===== src/design/tcw_pkg.sv =====
// tcw_pkg: shared constants, codes and types of the text console writer
// no dependencies; imported by the interfaces and by every tcw module
`default_nettype none

package tcw_pkg;

  // default screen geometry
  localparam int COLUMNS_DEF = 80;
  localparam int ROWS_DEF    = 25;

  // payload field widths
  localparam int MODE_W     = 2;
  localparam int CHAR_W     = 8;
  localparam int COLOR_W    = 8;
  localparam int COLUMN_W   = 7;
  localparam int ROWNUM_W   = 5;
  localparam int CELL_W     = 16;
  localparam int OFFSET_W   = 11;
  localparam int FILL_W     = 7;

  // configuration port
  localparam int APB_AW = 3;
  localparam int APB_DW = 32;
  localparam logic [0:0] REG_FILL_COLOR = 1'b0;
  localparam logic [FILL_W-1:0] FILL_RESET = 7'd7;

  // character codes
  localparam logic [CHAR_W-1:0] CH_NEWLINE   = 8'd10;
  localparam logic [CHAR_W-1:0] CH_BACKSPACE = 8'd8;
  localparam logic [CHAR_W-1:0] CH_SPACE     = 8'd32;

  typedef enum logic [MODE_W-1:0] {
    MODE_PUT   = 2'd0,
    MODE_CLEAR = 2'd1,
    MODE_SET   = 2'd2,
    MODE_READ  = 2'd3
  } mode_e;

  typedef enum logic [2:0] {
    ST_INIT,
    ST_IDLE,
    ST_EXEC,
    ST_CLEAR,
    ST_SCROLL,
    ST_RDWAIT,
    ST_RESP
  } state_e;

endpackage

`default_nettype wire


===== src/design/tcw_in_if.sv =====
// tcw_in_if: input item channel (valid/ready plus command payload)
// depends on tcw_pkg for field widths
`default_nettype none

interface tcw_in_if import tcw_pkg::*; ();
  logic                valid;
  logic                ready;
  logic [MODE_W-1:0]   mode;
  logic [CHAR_W-1:0]   char_code;
  logic [COLOR_W-1:0]  color;
  logic [COLUMN_W-1:0] column;
  logic [ROWNUM_W-1:0] row;

  modport source (output valid, mode, char_code, color, column, row, input ready);
  modport sink   (input valid, mode, char_code, color, column, row, output ready);
endinterface

`default_nettype wire


===== src/design/tcw_out_if.sv =====
// tcw_out_if: result channel (valid/ready plus cell and cursor payload)
// depends on tcw_pkg for field widths
`default_nettype none

interface tcw_out_if import tcw_pkg::*; ();
  logic                valid;
  logic                ready;
  logic [CELL_W-1:0]   cell_word;
  logic [COLUMN_W-1:0] cursor_col;
  logic [ROWNUM_W-1:0] cursor_row;
  logic [OFFSET_W-1:0] cursor_offset;
  logic                scrolled;

  modport source (output valid, cell_word, cursor_col, cursor_row, cursor_offset, scrolled,
                  input ready);
  modport sink   (input valid, cell_word, cursor_col, cursor_row, cursor_offset, scrolled,
                  output ready);
endinterface

`default_nettype wire


===== src/design/tcw_ctrl.sv =====
// tcw_ctrl: sequencer, cursor state, shared offset unit and sweep counter
// depends on tcw_pkg, tcw_in_if, tcw_out_if; drives the tcw_mem ports
`default_nettype none

module tcw_ctrl import tcw_pkg::*; #(
  parameter int COLUMNS = COLUMNS_DEF,
  parameter int ROWS    = ROWS_DEF,
  parameter int CELLS   = COLUMNS * ROWS,
  parameter int ADDR_W  = $clog2(CELLS)
) (
  input  wire logic              clk_i,
  input  wire logic              rst_ni,
  input  wire logic [FILL_W-1:0] fill_i,
  tcw_in_if.sink                 item_i,
  tcw_out_if.source              result_o,
  output logic                   mem_we_o,
  output logic      [ADDR_W-1:0] mem_waddr_o,
  output logic      [CELL_W-1:0] mem_wdata_o,
  output logic                   mem_re_o,
  output logic      [ADDR_W-1:0] mem_raddr_o,
  input  wire logic [CELL_W-1:0] mem_rdata_i
);

  localparam int COL_W = $clog2(COLUMNS);
  localparam int ROW_W = $clog2(ROWS);
  localparam int CNT_W = $clog2(CELLS + 1);
  localparam int MOVE  = CELLS - COLUMNS;

  localparam logic [COL_W:0]   COLS_LIM = (COL_W + 1)'(COLUMNS);
  localparam logic [ROW_W:0]   ROWS_LIM = (ROW_W + 1)'(ROWS);
  localparam logic [ROW_W-1:0] ROW_MAX  = ROW_W'(ROWS - 1);
  localparam logic [CNT_W-1:0] CNT_LAST = CNT_W'(CELLS - 1);
  localparam logic [CNT_W-1:0] CNT_END  = CNT_W'(CELLS);
  localparam logic [CNT_W-1:0] CNT_MOVE = CNT_W'(MOVE);

  state_e              state_q, state_d;
  mode_e               mode_q, mode_d;
  logic [CHAR_W-1:0]   char_q, char_d;
  logic [COLOR_W-1:0]  color_q, color_d;
  logic [COLUMN_W-1:0] col_in_q, col_in_d;
  logic [ROWNUM_W-1:0] row_in_q, row_in_d;
  logic [COL_W-1:0]    cur_col_q, cur_col_d;
  logic [ROW_W-1:0]    cur_row_q, cur_row_d;
  logic [CNT_W-1:0]    idx_q, idx_d;
  logic [CELL_W-1:0]   cell_q, cell_d;
  logic                scrolled_q, scrolled_d;

  logic                out_valid_q, out_valid_d;
  logic [CELL_W-1:0]   out_cell_q, out_cell_d;
  logic [COLUMN_W-1:0] out_col_q, out_col_d;
  logic [ROWNUM_W-1:0] out_row_q, out_row_d;
  logic [OFFSET_W-1:0] out_off_q, out_off_d;
  logic                out_scr_q, out_scr_d;

  // shared offset unit: row * COLUMNS + col
  logic [COL_W-1:0]  op_col;
  logic [ROW_W-1:0]  op_row;
  logic [31:0]       prod;
  logic [ADDR_W-1:0] op_addr;

  // clamped target position
  logic [31:0]      col_t32, row_t32;
  logic [COL_W-1:0] col_clamp;
  logic [ROW_W-1:0] row_clamp;

  // put character next-cursor helpers
  logic [COL_W:0]   col_next;
  logic [ROW_W:0]   row_next;
  logic             is_nl, is_bs;

  // sweep helpers
  logic [31:0]       rd_sum;
  logic [CNT_W-1:0]  idx_prev;
  logic [CELL_W-1:0] blank;
  logic [31:0]       col_o32, row_o32, off_o32;

  logic in_xfer, out_xfer;

  assign in_xfer  = item_i.valid && item_i.ready;
  assign out_xfer = result_o.valid && result_o.ready;

  assign blank = {1'b0, fill_i, CH_SPACE};

  assign col_t32   = (32'(col_in_q) > 32'(COLUMNS - 1)) ? 32'(COLUMNS - 1) : 32'(col_in_q);
  assign row_t32   = (32'(row_in_q) > 32'(ROWS - 1)) ? 32'(ROWS - 1) : 32'(row_in_q);
  assign col_clamp = col_t32[COL_W-1:0];
  assign row_clamp = row_t32[ROW_W-1:0];

  assign is_nl = (char_q == CH_NEWLINE);
  assign is_bs = (char_q == CH_BACKSPACE);

  // operand select for the offset unit
  always_comb begin
    op_col = cur_col_q;
    op_row = cur_row_q;
    if (state_q == ST_EXEC) begin
      if (mode_q == MODE_READ) begin
        op_col = col_clamp;
        op_row = row_clamp;
      end else if (is_bs) begin
        op_col = cur_col_q - COL_W'(1);
      end
    end
  end

  assign prod    = 32'(op_row) * 32'(COLUMNS) + 32'(op_col);
  assign op_addr = prod[ADDR_W-1:0];

  assign rd_sum   = 32'(idx_q) + 32'(COLUMNS);
  assign idx_prev = idx_q - CNT_W'(1);

  assign col_o32 = 32'(cur_col_q);
  assign row_o32 = 32'(cur_row_q);
  assign off_o32 = 32'(op_addr);

  // state and payload registers
  always_ff @(posedge clk_i or negedge rst_ni) begin
    if (!rst_ni) begin
      state_q     <= ST_INIT;
      cur_col_q   <= '0;
      cur_row_q   <= '0;
      idx_q       <= '0;
      out_valid_q <= 1'b0;
    end else begin
      state_q     <= state_d;
      cur_col_q   <= cur_col_d;
      cur_row_q   <= cur_row_d;
      idx_q       <= idx_d;
      out_valid_q <= out_valid_d;
    end
  end

  always_ff @(posedge clk_i) begin
    mode_q     <= mode_d;
    char_q     <= char_d;
    color_q    <= color_d;
    col_in_q   <= col_in_d;
    row_in_q   <= row_in_d;
    cell_q     <= cell_d;
    scrolled_q <= scrolled_d;
    out_cell_q <= out_cell_d;
    out_col_q  <= out_col_d;
    out_row_q  <= out_row_d;
    out_off_q  <= out_off_d;
    out_scr_q  <= out_scr_d;
  end

  // next state, datapath and memory control
  always_comb begin
    state_d     = state_q;
    mode_d      = mode_q;
    char_d      = char_q;
    color_d     = color_q;
    col_in_d    = col_in_q;
    row_in_d    = row_in_q;
    cur_col_d   = cur_col_q;
    cur_row_d   = cur_row_q;
    idx_d       = idx_q;
    cell_d      = cell_q;
    scrolled_d  = scrolled_q;
    out_valid_d = out_valid_q && !out_xfer;
    out_cell_d  = out_cell_q;
    out_col_d   = out_col_q;
    out_row_d   = out_row_q;
    out_off_d   = out_off_q;
    out_scr_d   = out_scr_q;
    col_next    = {1'b0, cur_col_q};
    row_next    = {1'b0, cur_row_q};
    mem_we_o    = 1'b0;
    mem_waddr_o = op_addr;
    mem_wdata_o = {color_q, char_q};
    mem_re_o    = 1'b0;
    mem_raddr_o = op_addr;
    item_i.ready = 1'b0;

    case (state_q)
      // zero the store after reset, one cell per cycle
      ST_INIT: begin
        mem_we_o    = 1'b1;
        mem_waddr_o = idx_q[ADDR_W-1:0];
        mem_wdata_o = '0;
        idx_d       = idx_q + CNT_W'(1);
        if (idx_q == CNT_LAST) begin
          idx_d   = '0;
          state_d = ST_IDLE;
        end
      end

      ST_IDLE: begin
        item_i.ready = 1'b1;
        if (in_xfer) begin
          mode_d     = mode_e'(item_i.mode);
          char_d     = item_i.char_code;
          color_d    = item_i.color;
          col_in_d   = item_i.column;
          row_in_d   = item_i.row;
          cell_d     = '0;
          scrolled_d = 1'b0;
          state_d    = ST_EXEC;
        end
      end

      ST_EXEC: begin
        case (mode_q)
          MODE_PUT: begin
            if (is_nl) begin
              col_next = '0;
              row_next = {1'b0, cur_row_q} + (ROW_W + 1)'(1);
            end else if (is_bs) begin
              if (cur_col_q != '0) begin
                col_next    = {1'b0, cur_col_q} - (COL_W + 1)'(1);
                mem_we_o    = 1'b1;
                mem_wdata_o = {color_q, CH_SPACE};
              end
            end else begin
              mem_we_o = 1'b1;
              col_next = {1'b0, cur_col_q} + (COL_W + 1)'(1);
            end
            // end of row wrap
            if (col_next >= COLS_LIM) begin
              col_next = '0;
              row_next = {1'b0, cur_row_q} + (ROW_W + 1)'(1);
            end
            cur_col_d = col_next[COL_W-1:0];
            if (row_next >= ROWS_LIM) begin
              cur_row_d  = ROW_MAX;
              scrolled_d = 1'b1;
              idx_d      = '0;
              state_d    = ST_SCROLL;
            end else begin
              cur_row_d = row_next[ROW_W-1:0];
              state_d   = ST_RESP;
            end
          end
          MODE_CLEAR: begin
            cur_col_d = '0;
            cur_row_d = '0;
            idx_d     = '0;
            state_d   = ST_CLEAR;
          end
          MODE_SET: begin
            cur_col_d = col_clamp;
            cur_row_d = row_clamp;
            state_d   = ST_RESP;
          end
          MODE_READ: begin
            mem_re_o = 1'b1;
            state_d  = ST_RDWAIT;
          end
          default: begin
            state_d = ST_RESP;
          end
        endcase
      end

      // fill every cell with a blank in the fill color
      ST_CLEAR: begin
        mem_we_o    = 1'b1;
        mem_waddr_o = idx_q[ADDR_W-1:0];
        mem_wdata_o = blank;
        idx_d       = idx_q + CNT_W'(1);
        if (idx_q == CNT_LAST) begin
          state_d = ST_RESP;
        end
      end

      // move each cell up one row and blank the bottom row: read one row below, write it in the next cycle
      ST_SCROLL: begin
        if (idx_q < CNT_MOVE) begin
          mem_re_o = 1'b1;
        end
        mem_raddr_o = rd_sum[ADDR_W-1:0];
        if (idx_q != '0) begin
          mem_we_o    = 1'b1;
          mem_waddr_o = idx_prev[ADDR_W-1:0];
          mem_wdata_o = (idx_q <= CNT_MOVE) ? mem_rdata_i : blank;
        end
        idx_d = idx_q + CNT_W'(1);
        if (idx_q == CNT_END) begin
          idx_d   = '0;
          state_d = ST_RESP;
        end
      end

      ST_RDWAIT: begin
        cell_d  = mem_rdata_i;
        state_d = ST_RESP;
      end

      // hand the result to the output register once it is free
      ST_RESP: begin
        if (!out_valid_q || out_xfer) begin
          out_valid_d = 1'b1;
          out_cell_d  = cell_q;
          out_col_d   = col_o32[COLUMN_W-1:0];
          out_row_d   = row_o32[ROWNUM_W-1:0];
          out_off_d   = off_o32[OFFSET_W-1:0];
          out_scr_d   = scrolled_q;
          state_d     = ST_IDLE;
        end
      end

      default: begin
        state_d = ST_IDLE;
      end
    endcase
  end

  assign result_o.valid         = out_valid_q;
  assign result_o.cell_word     = out_cell_q;
  assign result_o.cursor_col    = out_col_q;
  assign result_o.cursor_row    = out_row_q;
  assign result_o.cursor_offset = out_off_q;
  assign result_o.scrolled      = out_scr_q;

endmodule

`default_nettype wire


===== src/flat_wrapper.sv =====
// flat-port wrapper written by rule: the top's interface ports become plain ports
module tcw_ctrl_flat import tcw_pkg::*;
#(
  parameter int COLUMNS = COLUMNS_DEF,
  parameter int ROWS    = ROWS_DEF,
  parameter int CELLS   = COLUMNS * ROWS,
  parameter int ADDR_W  = $clog2(CELLS)
)
  (clk_i, rst_ni, fill_i, mem_we_o, mem_waddr_o, mem_wdata_o, mem_re_o, mem_raddr_o, mem_rdata_i, item_i_valid, item_i_mode, item_i_char_code, item_i_color, item_i_column, item_i_row, item_i_ready, result_o_valid, result_o_cell_word, result_o_cursor_col, result_o_cursor_row, result_o_cursor_offset, result_o_scrolled, result_o_ready);
  tcw_in_if item_i_i ();
  tcw_out_if result_o_i ();
  input  wire logic clk_i;
  input  wire logic rst_ni;
  input  wire logic [FILL_W-1:0] fill_i;
  output logic mem_we_o;
  output logic      [ADDR_W-1:0] mem_waddr_o;
  output logic      [CELL_W-1:0] mem_wdata_o;
  output logic mem_re_o;
  output logic      [ADDR_W-1:0] mem_raddr_o;
  input  wire logic [CELL_W-1:0] mem_rdata_i;
  input wire logic [$bits(item_i_i.valid)-1:0] item_i_valid;
  input wire logic [$bits(item_i_i.mode)-1:0] item_i_mode;
  input wire logic [$bits(item_i_i.char_code)-1:0] item_i_char_code;
  input wire logic [$bits(item_i_i.color)-1:0] item_i_color;
  input wire logic [$bits(item_i_i.column)-1:0] item_i_column;
  input wire logic [$bits(item_i_i.row)-1:0] item_i_row;
  output wire logic [$bits(item_i_i.ready)-1:0] item_i_ready;
  output wire logic [$bits(result_o_i.valid)-1:0] result_o_valid;
  output wire logic [$bits(result_o_i.cell_word)-1:0] result_o_cell_word;
  output wire logic [$bits(result_o_i.cursor_col)-1:0] result_o_cursor_col;
  output wire logic [$bits(result_o_i.cursor_row)-1:0] result_o_cursor_row;
  output wire logic [$bits(result_o_i.cursor_offset)-1:0] result_o_cursor_offset;
  output wire logic [$bits(result_o_i.scrolled)-1:0] result_o_scrolled;
  input wire logic [$bits(result_o_i.ready)-1:0] result_o_ready;
  assign item_i_i.valid = item_i_valid;
  assign item_i_i.mode = item_i_mode;
  assign item_i_i.char_code = item_i_char_code;
  assign item_i_i.color = item_i_color;
  assign item_i_i.column = item_i_column;
  assign item_i_i.row = item_i_row;
  assign item_i_ready = item_i_i.ready;
  assign result_o_valid = result_o_i.valid;
  assign result_o_cell_word = result_o_i.cell_word;
  assign result_o_cursor_col = result_o_i.cursor_col;
  assign result_o_cursor_row = result_o_i.cursor_row;
  assign result_o_cursor_offset = result_o_i.cursor_offset;
  assign result_o_scrolled = result_o_i.scrolled;
  assign result_o_i.ready = result_o_ready;
  tcw_ctrl #(.COLUMNS(COLUMNS), .ROWS(ROWS), .CELLS(CELLS), .ADDR_W(ADDR_W)) u_core (.clk_i(clk_i), .rst_ni(rst_ni), .fill_i(fill_i), .item_i(item_i_i), .result_o(result_o_i), .mem_we_o(mem_we_o), .mem_waddr_o(mem_waddr_o), .mem_wdata_o(mem_wdata_o), .mem_re_o(mem_re_o), .mem_raddr_o(mem_raddr_o), .mem_rdata_i(mem_rdata_i));
endmodule

===== config.mk =====
export PLATFORM = sky130hd
export DESIGN_NAME = tcw_ctrl_flat
export DESIGN_NICKNAME = d
export VERILOG_FILES = /design/src/design/tcw_pkg.sv /design/src/design/tcw_in_if.sv /design/src/design/tcw_out_if.sv /design/src/design/tcw_ctrl.sv /design/src/flat_wrapper.sv
export SDC_FILE = /design/constraint.sdc
export NUM_CORES = 1
export LEC_CHECK = 0
export BUFFER_PORTS_ARGS = -buffer_cell sky130_fd_sc_hd__buf_4
export CORE_MARGIN = 1.5
export CORE_UTILIZATION = 49
export DETAILED_ROUTE_END_ITERATION = 6
export PLACE_DENSITY = 0.71
export SETUP_SLACK_MARGIN = 0.15
export SYNTH_ARGS = -nofsm -noshare
export SYNTH_HDL_FRONTEND = slang
export SYNTH_SLANG_ARGS = --single-unit

===== constraint.sdc =====
create_clock -name clk_i -period 7.25 [get_ports clk_i]
set_input_delay 1.8125 -clock clk_i [delete_from_list [all_inputs] [get_ports clk_i]]
set_output_delay 1.8125 -clock clk_i [all_outputs]
set_load 0.01 [all_outputs]

## Word-level counts from Yosys, hierarchy flattened

Cells that the tools add are included.

- Multipliers: 1
- Reductions and logical operators: 22
- Muxes and demuxes: 61
- Eq/ne operators: 22
- Magnitude comparators: 6
- $add $sub $neg: 8

Operator list:

| kind | count |
|---|---|
| 8-bit two-way mux | 9 |
| 16-bit one-hot mux with 4 select lines | 1 |
| 11-bit two-way mux | 5 |
| 16-bit two-way mux | 3 |
| 11-bit one-hot mux with 2 select lines | 2 |
| 11-bit one-hot mux with 4 select lines | 1 |
| 7-bit two-way mux | 5 |
| 16-bit one-hot mux with 2 select lines | 1 |
| 6-bit two-way mux | 4 |
| 11-bit equality test (second input constant) | 2 |
| 3-bit one-hot mux with 7 select lines | 1 |
| 7-bit one-hot mux with 3 select lines | 1 |
| 5-bit two-way mux | 4 |
| 8-bit by 4-bit equality test with 1-bit output (second input constant) | 2 |
| 3-bit two-way mux | 5 |
| 5-bit one-hot mux with 3 select lines | 1 |
| 1-bit two-way mux | 13 |
| 3-bit one-hot mux with 4 select lines | 1 |
| 11-bit by 1-bit adder with 11-bit output (second input constant) | 1 |
| 11-bit by 7-bit adder with 11-bit output | 1 |
| 11-bit by 7-bit adder with 11-bit output (second input constant) | 1 |
| 11-bit <= comparator (second input constant) | 1 |
| 11-bit < comparator (second input constant) | 1 |
| 11-bit nonzero test | 1 |
| other kinds (35) | 53 |

- Word-level logic and storage cells: 137
- Bits in registers: 114
- Bits of input ports: 57
- Output and inout port bits: 82

## Longest topological paths before layout

Gate-level depths: netlist of the first run.

- Depth in word-level cells: 14
- Depth in mapped cells: 18
- Depth with buffers taken out: 17

## Worst setup path after synthesis of the first run

OpenSTA, ideal clock, no wires.

- Path kind: register -> output
- Start point: register u_core.state_q[2]
- End point: output port mem_waddr_o[10]
- Arrival time: 3572 ps
- Data required time: 5438 ps
- Stages on the path, launching flop included: 18
- Buffers on the path: 2
- Setup slack: 1866 ps
- Cell sequence: dfrtp_1 -> clkbuf_1 -> nor2_1 -> nand2_1 -> inv_1 -> nand2_1 -> clkbuf_1 -> mux2_2 -> ha_1 -> ha_1 -> fa_1 -> xor2_1 -> nand2_1 -> nor2_1 -> xnor2_1 -> xnor2_1 -> a221oi_1 -> o21ai_0

- Cells in the longest elaborated chain, start to end: 6
- Elaborated cells on any way between the ends: 11
- Those cells by class: add/sub (1); mul (1); eq/ne (3); mux (4); reduce/logical (2)

Ends and longest elaborated chain:

| element | line | source |
|---|---|---|
| start: declaration | tcw_ctrl.sv:36 | `state_e state_q, state_d;` |
| start signal: assignment | tcw_ctrl.sv:125 | `state_q <= state_d;` |
| 3-bit by 2-bit equality test with 1-bit output * | tcw_ctrl.sv:96 | `if (state_q == ST_EXEC) begin` |
| 5-bit two-way mux | tcw_ctrl.sv:96 |  |
| 5-bit by 3-bit multiplier with 7-bit output | tcw_ctrl.sv:106 | `assign prod = 32'(op_row) * 32'(COLUMNS) + 32'(op_col);` |
| 11-bit by 7-bit adder with 11-bit output * | tcw_ctrl.sv:106 |  |
| named net u_core.prod[10] | tcw_ctrl.sv:58 | `logic [31:0] prod;` |
| 11-bit two-way mux | tcw_ctrl.sv:273 | `if (idx_q != '0) begin` |
| 11-bit one-hot mux with 2 select lines * | tcw_ctrl.sv:176 | `case (state_q)` |
| end: declaration | flat_wrapper.sv:16 | `output logic [ADDR_W-1:0] mem_waddr_o;` |

Mark *: on every way through the listed nets, which the timed path passes. The rest lies on a longest branch.

## Final worst setup path of the first run

- Start point: register u_core.state_q[0]
- End point: output port mem_waddr_o[10]

The elaborated chain is that of the path after synthesis.

==> run_results.csv, run 1 <==
group,metric,value,unit
run_status,status,"finished clean",
yosys,synth.most_common_cell,"edfxtp_1",
clock_tree,cts_buffer_depth,2,
flow_run,maxCapViolCount,0,
floorplan,fp.dieW,119,um
routing,vias,5895,
yosys,async_flop_share,0.237,
final_layout,final_nets,860,
routing,routedWlPerCell,19.7,um
timing,finalMaxSlewViolations,0,
setup_path,required,5.44,ns
yosys,avgSynthCellArea,10.1,sq um
yosys,ys_ff_latch,114,
setup_path,rr_worst_depth,14,
yosys,synth_warnings,0,
timing,hold_violations,0,
yosys,synth_common_cells,"edfxtp_1, nand2_1, o21ai_0, nor2_1, clkbuf_1",
timing,clock_skew,0.00985,ns
yosys,synth_top_area_cell,"edfxtp_1",
setup_path,critPathLaunch,"u_core.state_q[0]$_DFFE_PN0P_",
routing,drc_errors,0,
placement,place.gp.congestion,0.912,
yosys,synth_top_area_frac,0.396,
final_layout,num_antenna_cells,0,
floorplan,fp.coreArea,13200,sq um
clock_tree,clk_latency,0.42,ns
clock_tree,cts.sinks,114,
yosys,synthCells,652,
power_and_ir_drop,p_leak,3.51,nW
clock_tree,htreeDepth,4,
setup_path,critPathArrivalTime,4.99,ns
power_and_ir_drop,ir_drop,0.359,mV
timing,fmax,147,MHz
timing,tightest_slew,1.09,ns
global_routing,grt_pass1_wl,29.8,mm
timing,min_period_over_period,0.939,
worst_hold_path,hold_path.class,"register to register",
final_layout,areaGrowthSynthToFinish,26.5,%
setup_path,critPathLaunchType,"register",
clock_tree,postCtsSetupRepairBufs,0,
yosys,syn_nets,732,
timing,setup_violations,0,
timing,tns,0,ns
placement,port_buffers,138,
routing,first_pass_iters,6,
routing,wirelength,19.1,mm
setup_path,r2r_start,"u_core.state_q[0]$_DFFE_PN0P_",
floorplan,initial_core_util,0.500,
placement,dp_hpwl,13.4,mm
timing,rsz0062_at_grt,"false",
setup_path,end_kind,"output port",
global_routing,grt_max_degree,47,
timing,timing.final.crit_period,6.81,ns
clock_tree,cts_tree,"built",
final_layout,drive_gt1_frac,0.257,
clock_tree,cts_hold_buf,0,
clock_tree,cts_root_buf,"clkbuf_16",
floorplan,die-area,14200,sq um
setup_path,rr_endpoint,"u_core.result_o.cursor_offset[10]$_DFFE_PP_",
timing,relSlewSlack,0.269,
setup_path,cp-endpoint,"mem_waddr_o[10]",
routing,drt_iter0_markers,622,
global_routing,track_usage,0.273,
global_routing,antenna_found_initial,0,
clock_tree,clk_pin_slew,0.05,ns
routing,detail-route-antenna-nets,0,
floorplan,rows,42,
yosys,synth_cell_types,77,
floorplan,ios,139,
yosys,synth_seq_area_share,0.498,
clock_tree,cts.repair.resized,0,
clock_tree,cts_buffers,17,
global_routing,grt-ovfl-total,0,
floorplan,die_h,119,um
setup_path,critical_path_class,"register to output port",
timing,fin_ws,0.445,ns
setup_path,cp_max_fo,16,
yosys,netlist_area,6600,sq um
placement,post-place-ws,0.966,ns
yosys,ys_top_cells_by_area,"edfxtp_1, dfrtp_1, o21ai_0",
yosys,synthFlopType,"edfxtp_1",
routing,vias_per_cell,6.08,
global_routing,grt_pass1_vias,5564,
yosys,synth_edf_count,87,
power_and_ir_drop,power_density,504,nW/um^2
setup_path,regToRegSetupSlack,3.08,ns
[logic make-up after synthesis]
logic type,Yosys count,share of synthesized area
xor gates and xnor gates,15,0.0199
and+or+nand+nor,217,0.163
DFF,114,0.498
AOI/OAI and AO/OA,196,0.207
buffers and inverters,74,0.0436
adders and majority gates,23,0.0459
muxes,13,0.0226
[critical path: stages (launching register included)]
cell      delay [ns]
dfrtp_1         0.64
inv_1           0.22
nand2_1         0.32
inv_1           0.25
nand2_1         0.34
mux2_2          0.40
ha_1            0.31
ha_1            0.23
fa_1            0.38
xor2_1          0.24
nand2_1         0.09
nor2_1          0.11
xnor2_1         0.14
xnor2_1         0.13
buf_4           0.16
a221oi_1        0.07
o21ai_0         0.33
buf_4           0.19
[per-layer routing]
metal / track usage / share of wire / vias to the layer above
li1: - / - / 2707
met1: 0.371 / 0.42 / 2830
met2: 0.431 / 0.47 / 333
met3: 0.0613 / 0.084 / 25
met4: 0.103 / 0.020 / 0
met5: 0 / 0 / -
[stage by stage]
stage	area, sq um	utilization	instances	power (mW)	hold slack [ns]
3_3_place_gp	7780	0.590	937	3.33	0.401
6_report	8350	0.633	969	4.21	0.410
5_1_grt	8350	0.633	969	4.45	0.413
3_5_place_dp	7780	0.590	937	3.37	0.406
2_1_floorplan	6600	-	652	2.45	0.400
4_1_cts	8350	0.633	969	4.19	0.414
[how the worst min path moves through the flow]
stage                                          startpoint  depth (start not counted)  slack [ns]                                 endpoint
final                      u_core.cell_q[4]$_SDFFCE_PN0P_                          0        0.41   u_core.result_o.cell_word[4]$_DFFE_PP_
after global routing       u_core.cell_q[8]$_SDFFCE_PN0P_                          0        0.41   u_core.result_o.cell_word[8]$_DFFE_PP_
after CTS                 u_core.cell_q[11]$_SDFFCE_PN0P_                          0        0.41  u_core.result_o.cell_word[11]$_DFFE_PP_
after detailed placement  u_core.cell_q[14]$_SDFFCE_PN0P_                          0        0.41  u_core.result_o.cell_word[14]$_DFFE_PP_
after global placement    u_core.cell_q[11]$_SDFFCE_PN0P_                          0        0.40  u_core.result_o.cell_word[11]$_DFFE_PP_
after floorplan            u_core.cell_q[0]$_SDFFCE_PN0P_                          0        0.40   u_core.result_o.cell_word[0]$_DFFE_PP_
[layout make-up]
class | instances | area, sq um
Clock inverter | 14 | 139
Clock buffer | 18 | 429
Sequential cell | 114 | 3290
Inverter | 34 | 128
Multi-Input combinational cell | 464 | 3030
Tap cell | 176 | 220
Timing Repair Buffer | 149 | 1120
Fill cell | 1067 | 4840
[registers in the layout (all words and copies together), names as in the netlist, 3 cells and up]
signal / flops
u_core.col_in_q: 7
u_core.row_in_q: 5
u_core.char_q: 8
u_core.cur_col_q: 7
u_core.result_o.cursor_offset: 11
u_core.result_o.cursor_row: 5
u_core.cell_q: 16
u_core.result_o.cell_word: 16
u_core.state_q: 3
u_core.result_o.cursor_col: 7
u_core.cur_row_q: 5
u_core.color_q: 8
u_core.idx_q: 11
[report_power, final]
group / total, mW / internal, mW / switching (mW)
sequential: 1.11 / 0.944 / 0.164
combinational: 2.30 / 0.953 / 1.34
clock: 0.802 / 0.502 / 0.301
[placed cells by master (no fill, tap or decap), drive strengths merged, types with 7 or more instances in the layout]
cell | netlist | layout
buf | 4 | 149
edfxtp | 87 | 87
nand2 | 67 | 67
o21ai | 63 | 63
nor2 | 53 | 53
inv | 34 | 36
a21oi | 35 | 35
dfrtp | 27 | 27
and3 | 24 | 24
ha | 21 | 21
clkbuf | 36 | 18
nor3 | 16 | 16
nand3 | 14 | 14
a31oi | 14 | 14
a22o | 10 | 10
xor2 | 8 | 8
mux2i | 8 | 8
xnor2 | 7 | 7
Power figures use the tool's default switching activity.
==> run 2: changes to the inputs <==
--- a/config.mk
+++ b/config.mk
@@ -11,2 +11,3 @@
 export DETAILED_ROUTE_END_ITERATION = 6
+export HOLD_SLACK_MARGIN = 0.08
 export PLACE_DENSITY = 0.71
==> constraint.sdc (replaced) <==
create_clock -name clk_i -period 7.25 [get_ports clk_i]
set_input_delay 0.725 -clock clk_i [delete_from_list [all_inputs] [get_ports clk_i]]
set_output_delay 0.725 -clock clk_i [all_outputs]
set_load 0.01 [all_outputs]
==> run 2 against run 1 <==
Non-clock buffer count decreased by 5. Critical path depth unchanged. Sequential power about the same. Cell count decreased by 0.52%. First-iteration DRC count increased by 2.3%. Global-route usage decreased by 0.082 points. Clock power decreased by 2%. Sequential share of layout area increased by 0.26 points. Die area unchanged. Register-to-register slack got worse by 0.71 ns. Utilization decreased by 0.41 points. Power decreased by 1.2%.
==> run_results.csv, run 2 (synthesis results as in run 1) <==
group,metric,value,unit
timing,fmax,157,MHz
routing,drc_errors,0,
timing,finalMaxSlewViolations,0,
routing,wirelength,19.2,mm
setup_path,end_kind,"output port",
setup_path,required,6.52,ns
routing,vias_per_cell,6.11,
setup_path,critPathArrivalTime,5.65,ns
clock_tree,clk_pin_slew,0.06,ns
floorplan,rows,42,
global_routing,track_usage,0.273,
clock_tree,cts_tree,"built",
setup_path,critPathLaunch,"u_core.state_q[1]$_DFFE_PN0P_",
routing,routedWlPerCell,19.9,um
setup_path,cp-endpoint,"mem_waddr_o[10]",
timing,clock_skew,0.0117,ns
clock_tree,cts_buffers,17,
floorplan,die-area,14200,sq um
clock_tree,cts.sinks,114,
global_routing,grt_pass1_vias,5511,
setup_path,regToRegSetupSlack,2.37,ns
final_layout,num_antenna_cells,0,
final_layout,areaGrowthSynthToFinish,25.7,%
routing,detail-route-antenna-nets,0,
final_layout,layout_commonest_cell,"buf_4",
timing,min_period_over_period,0.880,
timing,tns,0,ns
timing,tightest_slew,1.22,ns
placement,postPlaceCellArea,7740,sq um
timing,fin_ws,0.873,ns
timing,rsz0062_at_grt,"false",
setup_path,rr_worst_depth,14,
routing,first_pass_iters,6,
timing,relSlewSlack,0.184,
routing,vias,5886,
timing,timing.final.crit_period,6.38,ns
setup_path,critPathLaunchType,"register",
power_and_ir_drop,power_density,501,nW/um^2
flow_run,maxCapViolCount,0,
floorplan,fp.coreArea,13200,sq um
final_layout,drive_gt1_frac,0.249,
setup_path,rr_endpoint,"u_core.result_o.cursor_offset[10]$_DFFE_PP_",
setup_path,cp_max_fo,23,
routing,drt_iter0_markers,636,
global_routing,antenna_found_initial,0,
final_layout,final_cell_mix,"buf_4, edfxtp_1, nand2_1, o21ai_0, nor2_1",
timing,hold_violations,0,
floorplan,initial_core_util,0.500,
floorplan,die_h,119,um
final_layout,design_area,8300,sq um
placement,post-place-ws,1.35,ns
clock_tree,cts_root_buf,"clkbuf_16",
clock_tree,clk_latency,0.42,ns
setup_path,critical_path_class,"register to output port",
power_and_ir_drop,ir_drop,0.401,mV
floorplan,ios,139,
power_and_ir_drop,power.total,4.16,mW
global_routing,grt_pass1_wl,29.5,mm
global_routing,grt_max_degree,47,
placement,dp_hpwl,13.4,mm
floorplan,fp.dieW,119,um
clock_tree,htreeDepth,4,
timing,setup_violations,0,
placement,place.gp.congestion,0.893,
clock_tree,cts_buffer_depth,2,
clock_tree,cts.repair.resized,0,
placement,port_buffers,138,
clock_tree,cts_hold_buf,0,
power_and_ir_drop,p_leak,3.49,nW
run_status,status,"finished clean",
setup_path,r2r_start,"u_core.state_q[1]$_DFFE_PN0P_",
final_layout,final_nets,855,
global_routing,grt-ovfl-total,0,
worst_hold_path,hold_path.class,"input port to async pin",
clock_tree,postCtsSetupRepairBufs,0,
[run 2: worst min-delay path by stage]
stage               slack [ns]  cells after the start                      startpoint                                endpoint
global route              0.27                      1                          rst_ni             u_core.idx_q[6]$_DFFE_PN0P_
finish                    0.25                      1                          rst_ni             u_core.idx_q[0]$_DFFE_PN0P_
global placement          0.40                      0  u_core.cell_q[1]$_SDFFCE_PN0P_  u_core.result_o.cell_word[1]$_DFFE_PP_
CTS                       0.25                      1                          rst_ni             u_core.idx_q[4]$_DFFE_PN0P_
detailed placement        0.40                      0  u_core.cell_q[6]$_SDFFCE_PN0P_  u_core.result_o.cell_word[6]$_DFFE_PP_
floorplan                 0.40                      0  u_core.cell_q[0]$_SDFFCE_PN0P_  u_core.result_o.cell_word[0]$_DFFE_PP_
[run 2: metrics by stage]
| stage | hold slack, ns | util | cells |
|---|---|---|---|
| finish | 0.250 | 0.629 | 964 |
| global route | 0.268 | 0.629 | 964 |
| CTS | 0.247 | 0.629 | 964 |
| detailed placement | 0.405 | 0.587 | 932 |
| global placement | 0.401 | 0.587 | 932 |
| floorplan | 0.400 | - | 652 |
[run 2: cell type report]
cell class / instances / area [sq um]
clock buffers: 19 / 433
inverters: 34 / 128
repair buffers: 144 / 1080
well taps: 176 / 220
clock inverters: 13 / 119
multi-input cells: 464 / 3030
flip-flops and latches: 114 / 3290
fillers: 1098 / 4890
[run 2: where the power goes]
group	total [mW]	internal (mW)	switching, mW
Clock	0.784	0.497	0.287
Sequential	1.14	0.943	0.198
Combinational	2.23	0.933	1.30
Total	4.16	2.37	1.78
[run 2: worst max-delay path: stages (launching register included)]
cell and delay [ns]:
dfrtp_1 0.74, inv_1 0.27, nor2_1 0.27, nand2_1 0.24, inv_1 0.31, nand2_1 0.29
o21ai_0 0.44, ha_1 0.32, ha_1 0.23, fa_1 0.38, xor2_1 0.23, nand2_1 0.08
nor2_1 0.14, xnor2_1 0.10, xnor2_1 0.53, a221oi_1 0.16, o21ai_0 0.31, buf_4 0.18
[run 2: metal layers]
| layer | wire [um] | share of wire | global-route usage | vias up |
|---|---|---|---|---|
| li1 | - | - | - | 2708 |
| met1 | 8250 | 0.43 | 0.370 | 2840 |
| met2 | 9020 | 0.47 | 0.435 | 300 |
| met3 | 1550 | 0.081 | 0.0575 | 38 |
| met4 | 391 | 0.020 | 0.0964 | 0 |
| met5 | 0 | 0 | 0 | - |
